$ cat src/design/qdf_pkg.sv
`timescale 1ns / 1ps
package qdf_pkg;

  localparam int FIFO_DEPTH = 16;
  localparam int PTR_W      = $clog2(FIFO_DEPTH);
  localparam int CNT_W      = $clog2(FIFO_DEPTH + 1);

  localparam int PORT_W     = 8;
  localparam int BIT_SEL_W  = $clog2(PORT_W);
  localparam int CFG_IDX_W  = 2;
  localparam int CFG_DATA_W = BIT_SEL_W;

  localparam logic [CFG_IDX_W-1:0] CFG_CLOCK_BIT = 2'd0;
  localparam logic [CFG_IDX_W-1:0] CFG_DATA_BIT  = 2'd1;
  localparam logic [CFG_IDX_W-1:0] CFG_ENABLE    = 2'd2;

  localparam logic OP_SAMPLE = 1'b0;
  localparam logic OP_READ   = 1'b1;

  // stored event encoding
  localparam logic EVT_CW  = 1'b0;
  localparam logic EVT_ACW = 1'b1;

  typedef enum logic [1:0] {
    DIR_NONE = 2'd0,
    DIR_CW   = 2'd1,
    DIR_ACW  = 2'd2
  } dir_t;

  typedef logic [1:0] phase_t;

  typedef struct packed {
    logic valid;
    logic acw;
  } qdf_evt_t;

  typedef struct packed {
    logic push;
    logic push_acw;
    logic pop;
  } qdf_fifo_req_t;

endpackage

$ cat src/design/qdf_in_if.sv
`timescale 1ns / 1ps
interface qdf_in_if;
  logic                         valid;
  logic                         ready;
  logic                         operation;
  logic [qdf_pkg::PORT_W-1:0]   port_value;

  modport source (output valid, output operation, output port_value, input ready);
  modport sink   (input valid, input operation, input port_value, output ready);
endinterface

$ cat src/design/qdf_out_if.sv
`timescale 1ns / 1ps
interface qdf_out_if;
  logic                        valid;
  logic                        ready;
  qdf_pkg::dir_t               direction;
  logic [qdf_pkg::CNT_W-1:0]   pending;

  modport source (output valid, output direction, output pending, input ready);
  modport sink   (input valid, input direction, input pending, output ready);
endinterface

$ cat src/design/qdf_decode.sv
`timescale 1ns / 1ps
module qdf_decode (
  input  logic [qdf_pkg::PORT_W-1:0]    port_value,
  input  logic [qdf_pkg::BIT_SEL_W-1:0] clock_bit,
  input  logic [qdf_pkg::BIT_SEL_W-1:0] data_bit,
  input  qdf_pkg::phase_t               last_phase,
  output qdf_pkg::phase_t               phase,
  output qdf_pkg::qdf_evt_t             evt
);
  import qdf_pkg::*;

  logic cw;
  logic acw;

  assign phase = {port_value[data_bit], port_value[clock_bit]};

  // x2 decode: only clock edges count, data level gives the sense
  assign cw  = (last_phase == 2'd0 && phase == 2'd1) || (last_phase == 2'd3 && phase == 2'd2);
  assign acw = (last_phase == 2'd1 && phase == 2'd0) || (last_phase == 2'd2 && phase == 2'd3);

  assign evt.valid = cw | acw;
  assign evt.acw   = acw;

endmodule

$ cat src/design/qdf_fifo.sv
`timescale 1ns / 1ps
module qdf_fifo (
  input  logic                        clk,
  input  logic                        rst_n,
  input  qdf_pkg::qdf_fifo_req_t      req,
  output logic                        pop_acw,
  output logic [qdf_pkg::CNT_W-1:0]   count,
  output logic [qdf_pkg::CNT_W-1:0]   count_nxt
);
  import qdf_pkg::*;

  localparam logic [PTR_W-1:0] PTR_LAST = PTR_W'(FIFO_DEPTH - 1);
  localparam logic [CNT_W-1:0] CNT_FULL = CNT_W'(FIFO_DEPTH);

  logic              event_store_r [FIFO_DEPTH];
  logic [PTR_W-1:0]  head_r, head_nxt;
  logic [PTR_W-1:0]  tail_r, tail_nxt;
  logic [CNT_W-1:0]  count_r;
  logic              do_push;
  logic              do_pop;

  assign do_push = req.push && (count_r != CNT_FULL);   // full drops the event
  assign do_pop  = req.pop && (count_r != '0);

  assign pop_acw = event_store_r[head_r];
  assign count   = count_r;

  always_comb begin
    head_nxt  = head_r;
    tail_nxt  = tail_r;
    count_nxt = count_r;
    if (do_push) begin
      tail_nxt  = (tail_r == PTR_LAST) ? '0 : tail_r + 1'b1;
      count_nxt = count_r + 1'b1;
    end
    if (do_pop) begin
      head_nxt  = (head_r == PTR_LAST) ? '0 : head_r + 1'b1;
      count_nxt = count_r - 1'b1;
    end
  end

  always_ff @(posedge clk) begin
    if (!rst_n) begin
      head_r  <= '0;
      tail_r  <= '0;
      count_r <= '0;
    end else begin
      head_r  <= head_nxt;
      tail_r  <= tail_nxt;
      count_r <= count_nxt;
    end
  end

  always_ff @(posedge clk) begin
    if (do_push) begin
      event_store_r[tail_r] <= req.push_acw;
    end
  end

endmodule

$ cat src/design/quadrature_direction_fifo_core.sv
`timescale 1ns / 1ps
// Quadrature x2 direction decoder with a 16-entry direction event queue.
// Each item passes through the input register and then the result register; a stalled
// output holds it in the input register.
// Throughput: one item per cycle while out_chan.ready lets the result register advance;
// the phase compare and queue update between the two registers are combinational.
// Reset (rst_n, synchronous): queue empty, stored phase 0, clock_bit 0, data_bit 1, enable 1.
module quadrature_direction_fifo_core (
  input  logic                           clk,
  input  logic                           rst_n,
  input  logic                           cfg_we,
  input  logic [qdf_pkg::CFG_IDX_W-1:0]  cfg_index,
  input  logic [qdf_pkg::CFG_DATA_W-1:0] cfg_data,
  qdf_in_if.sink                         in_chan,
  qdf_out_if.source                      out_chan
);
  import qdf_pkg::*;

  logic [BIT_SEL_W-1:0] clock_bit_r;
  logic [BIT_SEL_W-1:0] data_bit_r;
  logic                 enable_r;

  logic                 s1_valid_r;
  logic                 s1_op_r;
  logic [PORT_W-1:0]    s1_port_r;

  logic                 out_valid_r;
  dir_t                 out_dir_r, out_dir_nxt;
  logic [CNT_W-1:0]     out_pending_r;

  phase_t               last_phase_r;
  phase_t               phase;
  qdf_evt_t             evt;
  qdf_fifo_req_t        fifo_req;
  logic                 pop_acw;
  logic [CNT_W-1:0]     count;
  logic [CNT_W-1:0]     count_nxt;

  logic                 advance;
  logic                 fire;
  logic                 sample_en;

  assign advance = !out_valid_r || out_chan.ready;
  assign fire    = s1_valid_r && advance;
  assign in_chan.ready = !s1_valid_r || advance;

  assign out_chan.valid     = out_valid_r;
  assign out_chan.direction = out_dir_r;
  assign out_chan.pending   = out_pending_r;

  qdf_decode u_decode (
    .port_value (s1_port_r),
    .clock_bit  (clock_bit_r),
    .data_bit   (data_bit_r),
    .last_phase (last_phase_r),
    .phase      (phase),
    .evt        (evt)
  );

  assign sample_en = fire && (s1_op_r == OP_SAMPLE) && enable_r;

  always_comb begin
    fifo_req.push     = sample_en && evt.valid;
    fifo_req.push_acw = evt.acw ? EVT_ACW : EVT_CW;
    fifo_req.pop      = fire && (s1_op_r == OP_READ);
  end

  qdf_fifo u_fifo (
    .clk       (clk),
    .rst_n     (rst_n),
    .req       (fifo_req),
    .pop_acw   (pop_acw),
    .count     (count),
    .count_nxt (count_nxt)
  );

  always_comb begin
    out_dir_nxt = DIR_NONE;
    if (s1_op_r == OP_READ && count != '0) begin
      out_dir_nxt = (pop_acw == EVT_ACW) ? DIR_ACW : DIR_CW;
    end
  end

  // configuration
  always_ff @(posedge clk) begin
    if (!rst_n) begin
      clock_bit_r <= BIT_SEL_W'(0);
      data_bit_r  <= BIT_SEL_W'(1);
      enable_r    <= 1'b1;
    end else if (cfg_we) begin
      case (cfg_index)
        CFG_CLOCK_BIT: clock_bit_r <= cfg_data;
        CFG_DATA_BIT:  data_bit_r  <= cfg_data;
        CFG_ENABLE:    enable_r    <= cfg_data[0];
        default: ;
      endcase
    end
  end

  // control state
  always_ff @(posedge clk) begin
    if (!rst_n) begin
      s1_valid_r   <= 1'b0;
      out_valid_r  <= 1'b0;
      last_phase_r <= '0;
    end else begin
      if (in_chan.ready) begin
        s1_valid_r <= in_chan.valid;
      end
      if (fire) begin
        out_valid_r <= 1'b1;
      end else if (out_chan.ready) begin
        out_valid_r <= 1'b0;
      end
      if (sample_en) begin
        last_phase_r <= phase;
      end
    end
  end

  // payload
  always_ff @(posedge clk) begin
    if (in_chan.ready && in_chan.valid) begin
      s1_op_r   <= in_chan.operation;
      s1_port_r <= in_chan.port_value;
    end
    if (fire) begin
      out_dir_r     <= out_dir_nxt;
      out_pending_r <= count_nxt;
    end
  end

endmodule
$ cat src/flat_wrapper.sv
// flat-port wrapper written by rule: the top's interface ports become plain ports
module quadrature_direction_fifo_core_flat import qdf_pkg::*;
  (clk, rst_n, cfg_we, cfg_index, cfg_data, in_chan_valid, in_chan_operation, in_chan_port_value, in_chan_ready, out_chan_valid, out_chan_direction, out_chan_pending, out_chan_ready);
  qdf_in_if in_chan_i ();
  qdf_out_if out_chan_i ();
  input  logic clk;
  input  logic rst_n;
  input  logic cfg_we;
  input  logic [qdf_pkg::CFG_IDX_W-1:0] cfg_index;
  input  logic [qdf_pkg::CFG_DATA_W-1:0] cfg_data;
  input wire logic [$bits(in_chan_i.valid)-1:0] in_chan_valid;
  input wire logic [$bits(in_chan_i.operation)-1:0] in_chan_operation;
  input wire logic [$bits(in_chan_i.port_value)-1:0] in_chan_port_value;
  output wire logic [$bits(in_chan_i.ready)-1:0] in_chan_ready;
  output wire logic [$bits(out_chan_i.valid)-1:0] out_chan_valid;
  output wire logic [$bits(out_chan_i.direction)-1:0] out_chan_direction;
  output wire logic [$bits(out_chan_i.pending)-1:0] out_chan_pending;
  input wire logic [$bits(out_chan_i.ready)-1:0] out_chan_ready;
  assign in_chan_i.valid = in_chan_valid;
  assign in_chan_i.operation = in_chan_operation;
  assign in_chan_i.port_value = in_chan_port_value;
  assign in_chan_ready = in_chan_i.ready;
  assign out_chan_valid = out_chan_i.valid;
  assign out_chan_direction = out_chan_i.direction;
  assign out_chan_pending = out_chan_i.pending;
  assign out_chan_i.ready = out_chan_ready;
  quadrature_direction_fifo_core u_core (.clk(clk), .rst_n(rst_n), .cfg_we(cfg_we), .cfg_index(cfg_index), .cfg_data(cfg_data), .in_chan(in_chan_i), .out_chan(out_chan_i));
endmodule
$ cat config.mk
export PLATFORM = sky130hd
export DESIGN_NAME = quadrature_direction_fifo_core_flat
export DESIGN_NICKNAME = d
export VERILOG_FILES = /design/src/design/qdf_pkg.sv /design/src/design/qdf_in_if.sv /design/src/design/qdf_out_if.sv /design/src/design/qdf_decode.sv /design/src/design/qdf_fifo.sv /design/src/design/quadrature_direction_fifo_core.sv /design/src/flat_wrapper.sv
export SDC_FILE = /design/constraint.sdc
export NUM_CORES = 1
export LEC_CHECK = 0
export BUFFER_PORTS_ARGS = -buffer_cell sky130_fd_sc_hd__buf_2
export CAP_MARGIN = 25
export CORE_AREA = 2 2 88 90
export CTS_CLUSTER_SIZE = 16
export DETAILED_ROUTE_END_ITERATION = 10
export DIE_AREA = 0 0 90 92
export PLACE_DENSITY = 0.62
export SKIP_LAST_GASP = 1
export SYNTH_ARGS = -nofsm -noshare
export SYNTH_HDL_FRONTEND = slang
export SYNTH_HIERARCHICAL = 1
export SYNTH_SLANG_ARGS = --single-unit
$ cat constraint.sdc
create_clock -name clk -period 3.7 [get_ports clk]
set_input_delay 0.74 -clock clk [delete_from_list [all_inputs] [get_ports clk]]
set_output_delay 0.74 -clock clk [all_outputs]
set_load 0.01 [all_outputs]
==> results.json <==
{
  "slew_headroom_pct": 63.6,
  "hold_path_class": "reg -> reg",
  "period_needed_ns": 2.69,
  "synth_edf_count": 32,
  "setup-tns-final_ns": 0,
  "cts_max_level": 3,
  "fin_skew_ns": 0.0107,
  "power.density_mw_per_mm2": 443,
  "setup_viol": 0,
  "initial_core_util_pct": 38.0,
  "layout_commonest_cell": "edfxtp_1",
  "dp_slack_ns": 1.01,
  "startpoint": "u_core/data_bit_r[0]",
  "cts_buffers": 9,
  "r2r_setup_slack_ns": 1.01,
  "r2r_cells": 8,
  "ir_drop_v": 0.000240,
  "cts_resized": 0,
  "ios": 28,
  "core_mm2": 0.00745,
  "grt_setup_unrepaired": "false",
  "drive_above_1_share_pct": 24.4,
  "wl_um": 4760,
  "tightest_slew_ns": 0.545,
  "p_total_mw": 1.45,
  "r2r_start": "u_core/data_bit_r[0]",
  "ant_nets": 0,
  "synth.distinct_cells": 51,
  "track_usage_pct": 13.0,
  "hold_viol": 0,
  "die_w_um": 90,
  "rows": 32,
  "wl_per_cell_um": 13.2,
  "hold-path-cell-count": 2,
  "insertion_delay_ns": 0.33,
  "crit_type": "reg -> reg",
  "final_util_pct": 43.9,
  "grt_max_degree": 22,
  "critPathArrivalTime_ns": 2.72,
  "hold_buffers": 0,
  "drc": 0,
  "antenna_found_initial": 0,
  "async_reset_ff_share_pct": 0,
  "netlist_area_mm2": 0.00283,
  "synth_ff_type": "edfxtp_1",
  "clock-root-buffer": "clkbuf_8",
  "cts_tree": "done",
  "port_buffers": 27,
  "drt-initial-drc-count": 79,
  "post_cts.repair.setup_buffers": 0,
  "gp_congestion": 0.798,
  "regToRegEndpoint": "u_core/u_fifo/event_store_r[11]",
  "final_max_slew_viol_count": 0,
  "layout_common_cells": "edfxtp_1 (32), dfxtp_1 (28), buf_2 (27)",
  "area_delta_synth_final_pct": 15.5,
  "drv_cap": 0,
  "seq_area_frac_synth_pct": 53.7,
  "fill_cells": 726,
  "ys_warn_count": 6,
  "cts_buffer_depth": 2,
  "vias_per_cell": 4.89,
  "die_y_um": 92,
  "grt_pass1_vias": 1688,
  "cts_sinks": 60,
  "worstSetupStartpointType": "register",
  "period_share_pct": 72.7,
  "min_from": "u_core/last_phase_r[1]",
  "max_freq_ghz": 0.372,
  "min_to": "u_core/last_phase_r[1]",
  "die_area_mm2": 0.00828,
  "nets": 279,
  "worstPathMaxFanout": 9,
  "synthCells": 223,
  "endpoint_kind": "register",
  "worstPathRequired_ns": 3.73,
  "drtPass1Iterations": 4,
  "grt_remaining_overflow": 0,
  "fin_ws_ns": 1.01,
  "outcome": "complete, no violations",
  "p_leak_nw": 1.23,
  "synthesis.nets": 249,
  "antennaDiodeCount": 0,
  "num_vias": 1762,
  "dp_hpwl_um": 3410,
  "grt_pass1_wl_um": 8350,
  "syn_area_per_cell_um2": 12.7,
  "ys_seq_elements": 60,
  "whs_ns": 0.493,
  "clk_pin_slew_ns": 0.07
}
worst max-delay path, cell delays in order, from the launching register on:
cell and delay [ns]:
dfxtp_1 0.38, mux4_1 0.62, mux2i_4 0.22, xnor2_1 0.08
nor2_1 0.09, and2_1 0.21, and2_1 0.31, nand2_1 0.18
nor3b_1 0.29
per-stage QoR:
step                instances  area (um2)
floorplan                 223        2830
global placement          344        3050
detailed placement        344        3050
CTS                       360        3270
global route              360        3270
finish                    360        3270
synth_stat cells (3+ instances only):
library cell	count	area [um2]
edfxtp_1	32	961
dfxtp_1	28	561
nand2_1	19	71.3
mux2i_1	13	130
inv_1	10	37.5
a21oi_1	9	45.0
nand3_1	9	45.0
nor2_1	8	30.0
nor2b_1	8	50.1
and2_1	7	43.8
ha_1	7	87.6
mux4_2	5	113
and3_1	4	25.0
nor3b_1	4	30.0
nor4b_1	4	35.0
xnor2_1	4	35.0
and4_1	3	26.3
clkbuf_1	3	11.3
mux4_1	3	78.8
xor2_1	3	26.3
area by class of cell:
type	count	area, um2	area share, %
inverter	10	37.5	1.15
clock buffer	9	124	3.79
tap	102	128	3.90
multi-input combinational	144	1220	37.3
sequential	60	1520	46.5
clock inverter	7	98.8	3.02
timing repair buffer	28	143	4.36
flip-flops by register name, summed over array words and instances (netlist names), 2 cells and up, named ones only:
register                     flops
u_core/clock_bit_r               3
u_core/s1_port_r                 8
u_core/out_chan.pending          5
u_core/data_bit_r                3
u_core/out_chan.direction        2
u_core/u_fifo/head_r             4
u_core/last_phase_r              2
u_core/u_fifo/count              5
u_core/u_fifo/tail_r             4
u_core/u_fifo/event_store_r     16
metal layers:
layer / up-vias / GRT usage (%) / part of all wire, %
li1: 885 / - / -
met2: 34 / 20.7 / 49
met4: 0 / 6.54 / 2.0
met5: - / 0 / 0
met3: 7 / 4.68 / 3.9
met1: 836 / 15.6 / 45
how the worst max path moves through the flow:
stage | end | cells past startpoint | slack, ns
6_report | u_core/u_fifo/event_store_r[11] | 8 | 1.01
5_1_grt | u_core/u_fifo/event_store_r[10] | 8 | 0.84
4_1_cts | u_core/u_fifo/event_store_r[11] | 8 | 1.00
3_5_place_dp | u_core/u_fifo/event_store_r[11] | 8 | 1.01
3_3_place_gp | u_core/out_chan.pending[1] | 8 | 1.13
2_1_floorplan | u_core/out_chan.pending[1] | 9 | 1.16
cell families after synthesis:
family          Yosys count  synth area share, %
compound gates           23                 5.87
simple gates             84                 18.9
fa+ha+maj                 7                 3.09
mux                      23                 12.9
buf+inv                  19                 3.27
xor+xnor                  7                 2.16
flops                    60                 53.7
power by group:
part	switching [mW]	internal, mW
Clock	0.262	0.382
Sequential	0.0105	0.715
Combinational	0.0409	0.0392
(Power assumes the default switching activity.)
